`src/hdl/ssf_pkg.sv`:
```
// ----------------------------------------------------------------------------
// ssf_pkg
// Shared types, constants and helpers for the stencil smoothing filter.
// ----------------------------------------------------------------------------
package ssf_pkg;

    localparam int VALUE_WIDTH = 32;
    localparam int MAX_PASSES  = 7;

    localparam int DATA_W    = 32;
    localparam int SAT_W     = (VALUE_WIDTH < DATA_W) ? VALUE_WIDTH : DATA_W;
    localparam int WORK_W    = DATA_W + 4;
    localparam int PASS_W    = 3;
    localparam int CFG_W     = 3;
    localparam int CFG_IDX_W = 3;

    localparam int QUEUE_DEPTH = 2;
    localparam int QPTR_W      = (QUEUE_DEPTH > 1) ? $clog2(QUEUE_DEPTH) : 1;
    localparam int QCNT_W      = $clog2(QUEUE_DEPTH + 1);

    localparam logic [CFG_IDX_W-1:0] CFG_TWO_DIMENSIONAL = CFG_IDX_W'(0);
    localparam logic [CFG_IDX_W-1:0] CFG_WET_DRY_MODE    = CFG_IDX_W'(1);
    localparam logic [CFG_IDX_W-1:0] CFG_OUTER_PASSES    = CFG_IDX_W'(2);
    localparam logic [CFG_IDX_W-1:0] CFG_INNER_PASSES    = CFG_IDX_W'(3);

    typedef logic signed [DATA_W-1:0] value_t;
    typedef logic signed [WORK_W-1:0] work_t;

    localparam work_t SAT_HI = WORK_W'((64'sd1 <<< (SAT_W - 1)) - 64'sd1);
    localparam work_t SAT_LO = -SAT_HI - WORK_W'(1);

    typedef struct packed {
        logic                  two_d;
        logic                  wet_dry;
        logic [PASS_W-1:0]     outer;
        logic [PASS_W-1:0]     inner;
    } cfg_t;

    // One classified cell, as handed from the front end to the sequencer
    typedef struct packed {
        value_t                center;
        value_t                south;
        value_t                north;
        value_t                east;
        value_t                west;
        logic                  mir_s;
        logic                  mir_n;
        logic                  mir_e;
        logic                  mir_w;
        logic                  two_d;
        logic                  bypass;
        logic                  dry;
        logic [PASS_W-1:0]     outer;
        logic [PASS_W-1:0]     inner;
    } item_t;

    typedef struct packed {
        logic                  running;
        logic                  correcting;
        logic [PASS_W-1:0]     outer_left;
        logic [PASS_W-1:0]     inner_left;
    } back_status_t;

    function automatic value_t saturate(input work_t v);
        value_t r;
        if (v > SAT_HI)
        begin
            r = value_t'(SAT_HI);
        end
        else if (v < SAT_LO)
        begin
            r = value_t'(SAT_LO);
        end
        else
        begin
            r = v[DATA_W-1:0];
        end
        return r;
    endfunction

    function automatic logic [PASS_W-1:0] limit_passes(input logic [PASS_W-1:0] n);
        logic [PASS_W-1:0] r;
        if (int'(n) > MAX_PASSES)
        begin
            r = PASS_W'(MAX_PASSES);
        end
        else
        begin
            r = n;
        end
        return r;
    endfunction

endpackage

```
`src/hdl/ssf_front.sv`:
```
// ----------------------------------------------------------------------------
// ssf_front
// Accepts a cell transaction and classifies it: mirror flags, 1D masking,
// pass limits and pass-through detection.
// ----------------------------------------------------------------------------
module ssf_front (
    input  logic           start,
    input  logic           busy,
    input  ssf_pkg::cfg_t  cfg,
    input  ssf_pkg::value_t center_value,
    input  ssf_pkg::value_t south_value,
    input  ssf_pkg::value_t north_value,
    input  ssf_pkg::value_t east_value,
    input  ssf_pkg::value_t west_value,
    input  logic           center_wet,
    input  logic           south_wet,
    input  logic           north_wet,
    input  logic           east_wet,
    input  logic           west_wet,
    output logic           push,
    output ssf_pkg::item_t push_item
);
    import ssf_pkg::*;

    logic              wd;
    logic              d2;
    logic [PASS_W-1:0] outer_lim;

    assign wd        = cfg.wet_dry;
    assign d2        = cfg.two_d;
    assign outer_lim = limit_passes(cfg.outer);
    assign push      = start && !busy;

    always_comb
    begin
        push_item.center = center_value;
        push_item.south  = south_value;
        push_item.north  = north_value;
        // in 1D the east/west terms drop out of every sum
        push_item.east   = d2 ? east_value : '0;
        push_item.west   = d2 ? west_value : '0;
        push_item.mir_s  = wd && !south_wet;
        push_item.mir_n  = wd && !north_wet;
        push_item.mir_e  = d2 && wd && !east_wet;
        push_item.mir_w  = d2 && wd && !west_wet;
        push_item.two_d  = d2;
        push_item.dry    = wd && !center_wet;
        push_item.bypass = (wd && !center_wet) || (outer_lim == '0);
        push_item.outer  = outer_lim;
        push_item.inner  = limit_passes(cfg.inner);
    end

endmodule

```
`src/hdl/ssf_queue.sv`:
```
// ----------------------------------------------------------------------------
// ssf_queue
// Short FIFO between the front end and the pass sequencer.
// ----------------------------------------------------------------------------
module ssf_queue (
    input  logic                       clk,
    input  logic                       rst_n,
    input  logic                       push,
    input  ssf_pkg::item_t             push_item,
    input  logic                       pop,
    output ssf_pkg::item_t             head_item,
    output logic                       not_empty,
    output logic                       full,
    output logic [ssf_pkg::QCNT_W-1:0] count
);
    import ssf_pkg::*;

    item_t             mem [QUEUE_DEPTH];
    logic [QPTR_W-1:0] wr_ptr_reg, wr_ptr_next;
    logic [QPTR_W-1:0] rd_ptr_reg, rd_ptr_next;
    logic [QCNT_W-1:0] count_reg, count_next;

    function automatic logic [QPTR_W-1:0] bump(input logic [QPTR_W-1:0] p);
        logic [QPTR_W-1:0] r;
        if (p == QPTR_W'(QUEUE_DEPTH - 1))
        begin
            r = '0;
        end
        else
        begin
            r = p + QPTR_W'(1);
        end
        return r;
    endfunction

    assign head_item = mem[rd_ptr_reg];
    assign not_empty = (count_reg != '0);
    assign full      = (count_reg == QCNT_W'(QUEUE_DEPTH));
    assign count     = count_reg;

    always_comb
    begin
        wr_ptr_next = push ? bump(wr_ptr_reg) : wr_ptr_reg;
        rd_ptr_next = pop  ? bump(rd_ptr_reg) : rd_ptr_reg;
        count_next  = count_reg + QCNT_W'(push) - QCNT_W'(pop);
    end

    always_ff @(posedge clk)
    begin
        if (push)
        begin
            mem[wr_ptr_reg] <= push_item;
        end
    end

    always_ff @(posedge clk or negedge rst_n)
    begin
        if (!rst_n)
        begin
            wr_ptr_reg <= '0;
            rd_ptr_reg <= '0;
            count_reg  <= '0;
        end
        else
        begin
            wr_ptr_reg <= wr_ptr_next;
            rd_ptr_reg <= rd_ptr_next;
            count_reg  <= count_next;
        end
    end

endmodule

```
`src/hdl/ssf_back.sv`:
```
// ----------------------------------------------------------------------------
// ssf_back
// Pass sequencer: one predictor or one corrector step per cycle, then a one-cycle
// result strobe.
// ----------------------------------------------------------------------------
module ssf_back (
    input  logic                  clk,
    input  logic                  rst_n,
    input  logic                  q_valid,
    input  ssf_pkg::item_t        q_item,
    output logic                  q_pop,
    output logic                  done,
    output ssf_pkg::value_t       filtered_value,
    output ssf_pkg::back_status_t status
);
    import ssf_pkg::*;

    localparam logic [1:0] ST_IDLE = 2'd0;
    localparam logic [1:0] ST_PRED = 2'd1;
    localparam logic [1:0] ST_CORR = 2'd2;

    logic [1:0]        state_reg, state_next;
    logic [PASS_W-1:0] outer_left_reg, outer_left_next;
    logic [PASS_W-1:0] inner_left_reg, inner_left_next;
    logic              done_reg, done_next;
    value_t            result_reg, result_next;
    value_t            hp_reg, hp_next;
    value_t            f_reg, f_next;
    item_t             item_reg, item_next;

    work_t             pred_sum;
    work_t             pred_raw;
    value_t            pred_val;
    work_t             d0;
    work_t             ds;
    work_t             corr_raw;
    value_t            corr_val;
    logic [2:0]        mcount;
    logic              finish;
    value_t            fin_val;
    logic              take;

    // predictor: hp is the current value
    always_comb
    begin
        pred_sum = WORK_W'(item_reg.mir_s ? f_reg : item_reg.south)
                 + WORK_W'(item_reg.mir_n ? f_reg : item_reg.north)
                 + WORK_W'(item_reg.mir_e ? f_reg : item_reg.east)
                 + WORK_W'(item_reg.mir_w ? f_reg : item_reg.west);
        pred_raw = (WORK_W'(f_reg) >>> 1)
                 + (item_reg.two_d ? (pred_sum >>> 3) : (pred_sum >>> 2));
        pred_val = saturate(pred_raw);
    end

    // corrector: mirrored neighbours each contribute d0
    always_comb
    begin
        d0     = WORK_W'(hp_reg) - WORK_W'(f_reg);
        mcount = {2'b00, item_reg.mir_s} + {2'b00, item_reg.mir_n}
               + {2'b00, item_reg.mir_e} + {2'b00, item_reg.mir_w};
        unique case (mcount)
            3'd0:    ds = '0;
            3'd1:    ds = d0;
            3'd2:    ds = d0 <<< 1;
            3'd3:    ds = (d0 <<< 1) + d0;
            3'd4:    ds = d0 <<< 2;
            default: ds = '0;
        endcase
        corr_raw = WORK_W'(f_reg) + (d0 >>> 1)
                 + (item_reg.two_d ? (ds >>> 3) : (ds >>> 2));
        corr_val = saturate(corr_raw);
    end

    always_comb
    begin
        state_next      = state_reg;
        outer_left_next = outer_left_reg;
        inner_left_next = inner_left_reg;
        done_next       = 1'b0;
        result_next     = result_reg;
        hp_next         = hp_reg;
        f_next          = f_reg;
        item_next       = item_reg;
        finish          = 1'b0;
        fin_val         = pred_val;
        q_pop           = 1'b0;

        unique case (state_reg)
            ST_IDLE:
            begin
                state_next = ST_IDLE;
            end
            ST_PRED:
            begin
                hp_next = f_reg;
                f_next  = pred_val;
                if (item_reg.inner == '0)
                begin
                    outer_left_next = outer_left_reg - PASS_W'(1);
                    if (outer_left_reg == PASS_W'(1))
                    begin
                        finish  = 1'b1;
                        fin_val = pred_val;
                    end
                end
                else
                begin
                    inner_left_next = item_reg.inner;
                    state_next      = ST_CORR;
                end
            end
            ST_CORR:
            begin
                f_next          = corr_val;
                inner_left_next = inner_left_reg - PASS_W'(1);
                if (inner_left_reg == PASS_W'(1))
                begin
                    outer_left_next = outer_left_reg - PASS_W'(1);
                    if (outer_left_reg == PASS_W'(1))
                    begin
                        finish  = 1'b1;
                        fin_val = corr_val;
                    end
                    else
                    begin
                        state_next = ST_PRED;
                    end
                end
            end
            default:
            begin
                state_next = ST_IDLE;
            end
        endcase

        if (finish)
        begin
            done_next   = 1'b1;
            result_next = fin_val;
            state_next  = ST_IDLE;
        end

        // next cell loads on the finishing cycle unless it needs its own strobe
        take = q_valid && ((state_reg == ST_IDLE) || (finish && !q_item.bypass));
        if (take)
        begin
            q_pop = 1'b1;
            if (q_item.bypass)
            begin
                done_next   = 1'b1;
                result_next = q_item.dry ? q_item.center
                                         : saturate(WORK_W'(q_item.center));
                state_next  = ST_IDLE;
            end
            else
            begin
                item_next       = q_item;
                f_next          = saturate(WORK_W'(q_item.center));
                outer_left_next = q_item.outer;
                state_next      = ST_PRED;
            end
        end
    end

    always_ff @(posedge clk)
    begin
        result_reg <= result_next;
        hp_reg     <= hp_next;
        f_reg      <= f_next;
        item_reg   <= item_next;
    end

    always_ff @(posedge clk or negedge rst_n)
    begin
        if (!rst_n)
        begin
            state_reg      <= ST_IDLE;
            outer_left_reg <= '0;
            inner_left_reg <= '0;
            done_reg       <= 1'b0;
        end
        else
        begin
            state_reg      <= state_next;
            outer_left_reg <= outer_left_next;
            inner_left_reg <= inner_left_next;
            done_reg       <= done_next;
        end
    end

    assign done           = done_reg;
    assign filtered_value = result_reg;

    always_comb
    begin
        status.running    = (state_reg != ST_IDLE);
        status.correcting = (state_reg == ST_CORR);
        status.outer_left = outer_left_reg;
        status.inner_left = inner_left_reg;
    end

endmodule

```
`src/hdl/stencil_smoothing_filter_unit.sv`:
```
// ----------------------------------------------------------------------------
// stencil_smoothing_filter_unit
// Five-point predictor/corrector smoothing of one cell, signed Q16.16.
// ----------------------------------------------------------------------------
// The queue hands each accepted cell to the sequencer, which runs outer predictor
//   passes, each followed by inner corrector steps, and then strobes done.
// The sequencer filters one cell at a time; a dry or zero-pass cell skips the
//   passes and strobes done as soon as the sequencer takes it from the queue.
// A 2-entry queue lets start be taken while the sequencer works; busy = full.
// Reset: config back to 2D, wet-dry off, 1/1 passes; queue empty, no strobe.
module stencil_smoothing_filter_unit (
    input  logic                          clk,
    input  logic                          rst_n,
    input  logic                          start,
    output logic                          busy,
    input  logic                          cfg_we,
    input  logic [ssf_pkg::CFG_IDX_W-1:0] cfg_index,
    input  logic [ssf_pkg::CFG_W-1:0]     cfg_data,
    input  ssf_pkg::value_t               center_value,
    input  ssf_pkg::value_t               south_value,
    input  ssf_pkg::value_t               north_value,
    input  ssf_pkg::value_t               east_value,
    input  ssf_pkg::value_t               west_value,
    input  logic                          center_wet,
    input  logic                          south_wet,
    input  logic                          north_wet,
    input  logic                          east_wet,
    input  logic                          west_wet,
    output logic                          done,
    output ssf_pkg::value_t               filtered_value
);
    import ssf_pkg::*;

    logic              two_dimensional_reg;
    logic              wet_dry_mode_reg;
    logic [PASS_W-1:0] outer_passes_reg;
    logic [PASS_W-1:0] inner_passes_reg;
    cfg_t              cfg;

    logic              push;
    item_t             push_item;
    logic              pop;
    item_t             head_item;
    logic              not_empty;
    logic              full;
    logic [QCNT_W-1:0] q_count;
    back_status_t      status;

    always_ff @(posedge clk or negedge rst_n)
    begin
        if (!rst_n)
        begin
            two_dimensional_reg <= 1'b1;
            wet_dry_mode_reg    <= 1'b0;
            outer_passes_reg    <= PASS_W'(1);
            inner_passes_reg    <= PASS_W'(1);
        end
        else if (cfg_we)
        begin
            if (cfg_index == CFG_TWO_DIMENSIONAL)
            begin
                two_dimensional_reg <= cfg_data[0];
            end
            else if (cfg_index == CFG_WET_DRY_MODE)
            begin
                wet_dry_mode_reg <= cfg_data[0];
            end
            else if (cfg_index == CFG_OUTER_PASSES)
            begin
                outer_passes_reg <= cfg_data[PASS_W-1:0];
            end
            else if (cfg_index == CFG_INNER_PASSES)
            begin
                inner_passes_reg <= cfg_data[PASS_W-1:0];
            end
        end
    end

    always_comb
    begin
        cfg.two_d   = two_dimensional_reg;
        cfg.wet_dry = wet_dry_mode_reg;
        cfg.outer   = outer_passes_reg;
        cfg.inner   = inner_passes_reg;
    end

    assign busy = full;

    ssf_front u_front (
        .start        (start),
        .busy         (full),
        .cfg          (cfg),
        .center_value (center_value),
        .south_value  (south_value),
        .north_value  (north_value),
        .east_value   (east_value),
        .west_value   (west_value),
        .center_wet   (center_wet),
        .south_wet    (south_wet),
        .north_wet    (north_wet),
        .east_wet     (east_wet),
        .west_wet     (west_wet),
        .push         (push),
        .push_item    (push_item)
    );

    ssf_queue u_queue (
        .clk       (clk),
        .rst_n     (rst_n),
        .push      (push),
        .push_item (push_item),
        .pop       (pop),
        .head_item (head_item),
        .not_empty (not_empty),
        .full      (full),
        .count     (q_count)
    );

    ssf_back u_back (
        .clk            (clk),
        .rst_n          (rst_n),
        .q_valid        (not_empty),
        .q_item         (head_item),
        .q_pop          (pop),
        .done           (done),
        .filtered_value (filtered_value),
        .status         (status)
    );

    // accepted transaction is always queued or still queued behind a pop
    a_accept_queued: assert property (@(posedge clk) disable iff (!rst_n)
        (start && !busy) |=> (q_count != '0))
        else $error("accepted transaction not held in queue");

    // a result strobe only follows a running sequencer or a queue pop
    a_done_source: assert property (@(posedge clk) disable iff (!rst_n)
        done |-> $past(status.running || pop))
        else $error("result strobe without work");

    a_outer_live: assert property (@(posedge clk) disable iff (!rst_n)
        status.running |-> (status.outer_left != '0))
        else $error("sequencer running with no passes left");

    a_inner_live: assert property (@(posedge clk) disable iff (!rst_n)
        status.correcting |-> (status.inner_left != '0))
        else $error("corrector running with no steps left");

endmodule

```
`config.mk`:
```
export PLATFORM = sky130hd
export DESIGN_NAME = stencil_smoothing_filter_unit
export DESIGN_NICKNAME = d
export VERILOG_FILES = /design/src/hdl/ssf_pkg.sv /design/src/hdl/ssf_front.sv /design/src/hdl/ssf_queue.sv /design/src/hdl/ssf_back.sv /design/src/hdl/stencil_smoothing_filter_unit.sv
export SDC_FILE = /design/constraint.sdc
export NUM_CORES = 1
export LEC_CHECK = 0
export BUFFER_PORTS_ARGS = -buffer_cell sky130_fd_sc_hd__buf_4
export CAP_MARGIN = 20
export CORE_MARGIN = 5
export CORE_UTILIZATION = 45
export DETAILED_ROUTE_END_ITERATION = 12
export SLEW_MARGIN = 10
export SYNTH_ARGS = -nofsm -noshare
export SYNTH_HDL_FRONTEND = slang
export SYNTH_SLANG_ARGS = --single-unit
```
`constraint.sdc`:
```
create_clock -name clk -period 14.3 [get_ports clk]
set_input_delay 2.86 -clock clk [delete_from_list [all_inputs] [get_ports clk]]
set_output_delay 2.86 -clock clk [all_outputs]
set_load 0.02 [all_outputs]
```
==> results.md, run 1 <==
- Unrepaired setup endpoints after global routing: false
- Filler cell count: 7011
- Worst setup path class: register to register
- Final setup fails: 0
- Synthesized area: roughly 0.037 mm2
- Worst-Margin Slew: between 1000 and 1500 ps
- H-tree levels: 2
- Largest net degree at the start of global routing: 142
- CP Launch Point: u_back.f_reg[8]$_DFF_P_
- Max Transition Viols Final: 0
- CTS tree: built
- Fin nets: around 3800
- Via count: roughly 26000
- Distinct cells, synth: 107
- Data arrival, critical path: 11150 ps
- Syn Nets: 3595
- CP endpoint kind: register
- Clock sink total: 597
- HPWL reported at the end of detailed placement: 75.62 mm
- Sequential share of the synthesized area: 0.4702
- Synth async-reset ratio: 0.03518
- GRT overflow: 0
- Prevailing post-synth register cell: edfxtp_1
- Cts repair resizes: 0
- Total Routing Usage GR: 0.2280
- Final clock skew: 23.91 ps
- Drt wl/cell: between 20 and 25 um
- Hold Buf Count CTS: 0
- Initial drt markers: 2140
- DR pass1 iterations: 8
- Root buf cell: clkbuf_16
- Number of flops mapped to enable cells by yosys: 512
- Vias in the first global route: approximately 26000
- Worst slew margin: 0.2648
- Post-synthesis register bit count: slightly below 600
- Syn. warnings: 0
- # port buffers: between 200 and 250
- Setup TNS: 0 ps
- Core area: 0.08055 mm2
- Vias per cell: 5.857
- Achievable Freq: 93.84 MHz
- Worst hold path class: register to register
- DIE HEIGHT: 295.0 um
- Chip width: 295.0 um
- Std-Cell Rows: 104
- Max incr delay on CP: about 850 ps
- GPL Wtd Cong: 0.9385
- Global-route wire length before repair: 155.2 mm
- WP data required: 14800 ps
- Largest register FFs: 344
- Critical path's slowest cell: o311ai_0
- Max Root-Sink Buffers: 3
- Critical-path maximum fanout: 33
- Crit start category: register
- Clk slew on worst S/H paths: 60 ps
- Final ANT Viol Nets: 0
- R2R Path Start: u_back.f_reg[8]$_DFF_P_
- Tmin final: ~11000 ps
- Status: finished clean
- I/O pin count: 209
- Initial antenna violation count: 0
- Inserted Clock Buffers: just over 60
- Total die area: 0.08701 mm2
- Cells after Synth: 3143
- Worst skew pair latency: 630 ps
- # diodes: 0
- Share of cells above drive strength 1: 0.2094
- Max cap viols: 0
- Starting Density: 0.4537
- # DRC: 0
- Drt total wl: 102.2 mm
- Hold Fails Final Rpt: 0
- Avg Inst Size Synth: 11.63 um2
- Area Overhead vs Synth: 13.08%
- Min-delay src: inner_passes_reg[1]$_DFFE_PN0P_
- Post-CTS setup buffers: 0
- Period utilization: 0.7452
per-stage QoR:
step	std cells	cell area (um2)	hold slack, ps	util	worst slack (ps)
floorplan	3143	36550	436.6	-	3510
global placement	4298	39160	456.0	0.4861	3750
detailed placement	4302	39230	476.8	0.4870	3911
CTS	4416	41290	491.3	0.5127	3843
global route	4418	41330	501.2	0.5131	3108
finish	4418	41330	485.2	0.5131	3643
Yosys cell counts (all sizes together), types with 31 or more instances:
library cell | n | area (um2)
edfxtp | 512 | 15370
mux2 | 286 | 3224
a21oi | 249 | 1261
ha | 181 | 2265
nand2 | 151 | 566.8
nor2 | 148 | 558.0
inv | 134 | 503.0
clkbuf | 133 | 541.8
o21ai | 124 | 620.6
a21o | 114 | 859.6
xnor2 | 102 | 930.9
fa | 96 | 1922
and2 | 78 | 490.5
mux2i | 71 | 710.7
dfxtp | 64 | 1281
nor3 | 56 | 285.3
a22oi | 48 | 360.4
a31oi | 48 | 300.3
xor2 | 46 | 402.9
a221oi | 41 | 365.3
nand3 | 40 | 200.2
o31ai | 37 | 277.8
buf | 31 | 161.4
routing by layer:
metal  wire [um]  up-vias  track usage
met5           0        -            0
met4        3340        0      0.07079
met3        5876      178      0.02967
met2       48210      913       0.3767
met1       44780    12620       0.3166
li1            -    12170            -
layout make-up:
type                            instances  area [um2]  share of cell area
Clock inverter                         36       414.1             0.01002
Inverter                              135       511.7             0.01238
Timing Repair Buffer                  266        2067             0.05002
Sequential cell                       597       17190              0.4159
Clock buffer                           78        1653             0.03999
Tap cell                             1060        1326             0.03209
Multi-Input combinational cell       2246       18170              0.4396
final timing paths:
| path | end | slack (ps) | cells past startpoint |
|---|---|---|---|
| max | u_back.f_reg[7]$_DFF_P_ | 3640 | 32 |
| min | u_queue.mem[1][1]$_DFFE_PP_ | 490 | 0 |
| max reg2reg | u_back.f_reg[7]$_DFF_P_ | 3640 | 32 |
| min reg2reg | u_queue.mem[1][1]$_DFFE_PP_ | 490 | 0 |
| max in group asynchronous | outer_passes_reg[0]$_DFFE_PN1P_ | 11900 | 1 |
| min in group asynchronous | inner_passes_reg[1]$_DFFE_PN0P_ | 2120 | 1 |
worst max-delay path, delay by kind of cell (launching register included):
| kind | cells | cell delay, ps |
|---|---|---|
| compound gates | 18 | 5440 |
| xor+xnor | 1 | 100 |
| fa+ha+maj | 4 | 1580 |
| buf+inv | 4 | 550 |
| flops | 1 | 680 |
| simple gates | 5 | 2180 |
logic make-up after synthesis:
group / share of synthesized area
adder cells (fa/ha/maj): 0.1146
multiplexers: 0.1077
AND/OR/NAND/NOR: 0.08306
buffers and inverters: 0.03341
XOR/XNOR: 0.03650
AO/OA/AOI/OAI: 0.1546
flip-flops: 0.4702
layout by cell type, fill, tap and decap left out, types with 9 or more instances in the layout:
master,Yosys,final
o211ai_1,15,15
a31oi_1,48,48
nand4_1,25,25
nand2_1,151,150
o21ai_0,120,120
xnor2_1,100,100
nand3_1,40,40
and3_1,16,15
a21boi_0,9,9
a21o_1,111,111
o22ai_1,19,19
and2_1,76,76
nor3_1,55,55
mux2_2,285,285
dfrtp_1,18,17
a221oi_1,40,40
ha_1,181,179
buf_4,1,259
fa_1,96,95
inv_1,132,131
mux2i_1,71,71
o21bai_1,28,28
nor2b_1,28,28
o21a_1,22,22
clkbuf_1,127,13
or2_2,10,10
nand2b_1,24,24
clkinv_1,1,9
a21oi_1,247,247
a22oi_1,48,48
dfxtp_1,64,64
nor2_1,147,146
clkbuf_16,0,63
xor2_1,46,46
o31ai_1,37,37
edfxtp_1,512,512
Power of run 1 is left out: the tool's default activity adds up to more than one toggle a clock period on the data nets, which glitch-free logic cannot reach.
==> inputs of run 2 (changes only) <==
Settings changed: ABC_AREA set to 1.
Clock period 14.3 ns to 9.2 ns, I/O delays scaled along.
==> results.md, run 2 <==
- Filler cell count: ~7900
- Core area: about 0.08 mm2
- Drt total wl: approximately 120 mm
- WP data required: 9760 ps
- DIE HEIGHT: around 300 um
- Synth area leaders: edfxtp_1, nand2_1, ha_1
- Worst-case reg-to-reg path depth: 37
- CP bufs+invs: 4
- Largest register FFs: 344
- Syn Nets: a little under 5000
- DR pass1 iterations: 6
- # port buffers: ~210
- # DRC: 0
- Status: finished clean
- Period utilization: 0.8915
- Starting Density: 0.4552
- Largest net degree at the start of global routing: 150
- Syn. warnings: 0
- CP delay by family, top: simple AND/OR/NAND/NOR gates
- GRT overflow: 0
- Synth async-reset ratio: 0.03518
- CP Depth: 37
- CP endpoint kind: register
- Max cap viols: 0
- Total Routing Usage GR: 0.2588
- Cells after Synth: 4434
- R2R Setup Slk: 1000 ps
- Setup TNS: 0 ps
- Max Root-Sink Buffers: 3
- Drt wl/cell: 20.41 um
- Max Transition Viols Final: 0
- Hold Fails Final Rpt: 0
- Initial drt markers: 2432
- Distinct cells, synth: 67
- Initial antenna violation count: 9
- Worst slew margin: 0.2116
- Vias in the first global route: 30000
- Most used cell, CP: nand2_1
- Most frequent cell after synthesis: nand2_1
- Inserted Clock Buffers: 69
- Sequential share of the synthesized area: 0.4590
- Prevailing post-synth register cell: edfxtp_1
- Clk slew on worst S/H paths: around 60 ps
- Critical path's slowest cell: xnor2_1
- Worst hold path class: register to register
- Avg Inst Size Synth: 8.444 um2
- Post-synthesis register bit count: 597
- H-tree levels: 3
- Final ANT Viol Nets: 0
- Global-route wire length before repair: 179.7 mm
- Area Overhead vs Synth: 14.10%
- Tmin final: between 8000 and 9000 ps
- Cts repair resizes: 0
- Max incr delay on CP: approximately 600 ps
- Commonest non-fill, non-tap cell in the layout: nand2_1
- Worst-Margin Slew: 1170 ps
- Final setup fails: 0
- GPL Wtd Cong: ~1
- Final clock skew: 38.35 ps
- Std-Cell Rows: approximately 110
- Unrepaired setup endpoints after global routing: false
- I/O pin count: 209
- Crit start category: register
- Data arrival, critical path: 8770 ps
- Root buf cell: clkbuf_16
- Achievable Freq: 121.9 MHz
- CTS tree: built
- Fin nets: 5096
- Synthesized area: 0.03744 mm2
- Top post-synthesis cells by count: nand2_1, edfxtp_1, inv_1, o21ai_0, a21oi_1
- Hold Buf Count CTS: 0
- Total die area: 0.08907 mm2
- Clock sink total: 597
- Share of cells above drive strength 1: 0.1086
- Chip width: 298.4 um
- Vias per cell: 5.407
- Leading area contributor after synthesis: edfxtp_1
- WHS Path Cells: 0
- HPWL reported at the end of detailed placement: ~89 mm
- Worst setup path class: register to register
- Critical-path maximum fanout: 24
- Worst skew pair latency: 650 ps
- Number of flops mapped to enable cells by yosys: 512
- Share of Yosys cell area claimed by the top area cell type: 0.4107
- Most frequent cells in the layout: nand2_1, edfxtp_1, inv_1
- Post-CTS setup buffers: 0
- Via count: 31190
==> run 2: cell count changes after synthesis, moves of 114 or more <==
cell,change
inv_1,+254
nand2_1,+1379
nand3_1,+170
nor2_1,+114
mux2_2,-285
o21ai_0,+174
==> run 2: cell type report <==
| type | count | area [um2] | share of cell area |
|---|---|---|---|
| Multi-Input combinational cell | 3285 | 18120 | 0.4242 |
| Sequential cell | 597 | 17190 | 0.4024 |
| Timing Repair Buffer | 288 | 2250 | 0.05266 |
| Clock buffer | 90 | 1848 | 0.04326 |
| Inverter | 403 | 1518 | 0.03553 |
| Tap cell | 1070 | 1339 | 0.03134 |
| Clock inverter | 34 | 450.4 | 0.01054 |
| Antenna cell | 1 | 2.502 | 0.00005858 |
==> run 2: final timing paths <==
path,from,to
worst max-delay path,u_back.f_reg[0]$_DFF_P_,u_back.f_reg[16]$_DFF_P_
worst min-delay path,inner_passes_reg[2]$_DFFE_PN0P_,u_queue.mem[0][2]$_DFFE_PP_
worst max register to register,u_back.f_reg[0]$_DFF_P_,u_back.f_reg[16]$_DFF_P_
worst min register to register,inner_passes_reg[2]$_DFFE_PN0P_,u_queue.mem[0][2]$_DFFE_PP_
max in group asynchronous,rst_n,inner_passes_reg[0]$_DFFE_PN1P_
min in group asynchronous,rst_n,u_back.state_reg[0]$_DFFE_PN0P_
==> run 2: kinds of logic (layout without fill, tap and decap cells) <==
kind of cell,Yosys count,in the layout,synth area share
and+or+nand+nor,2161,2161,0.2361
muxes,1,1,0.0002674
xor gates and xnor gates,107,107,0.02523
adders and majority gates,277,277,0.1118
buffers and inverters,552,815,0.05751
other,0,1,0
DFF,597,597,0.4590
AOI/OAI and AO/OA,739,739,0.1100
==> run 2: stage by stage <==
stage / cell area (um2) / cells / util / setup slack (ps) / hold slack, ps
2_1_floorplan: 37440 / 4434 / - / 2237 / 436.7
3_3_place_gp: 40390 / 5641 / 0.4911 / 1220 / 451.0
3_5_place_dp: 40400 / 5642 / 0.4912 / 1160 / 461.8
4_1_cts: 42700 / 5766 / 0.5192 / 1138 / 476.6
5_1_grt: 42720 / 5767 / 0.5194 / 199.1 / 499.7
6_report: 42720 / 5768 / 0.5194 / 998.3 / 475.1
==> run 2: metal layers <==
metal  routed length (um)  track usage  vias up  part of all wire
met2                55500       0.4302      963              0.47
met5                   13            0        -           0.00011
met4                 4903      0.09479        2             0.042
met1                50250       0.3467    14790              0.43
met3                 7067      0.03825      207             0.060
li1                     -            -    15230                 -
Power of run 2 is left out for the same reason.
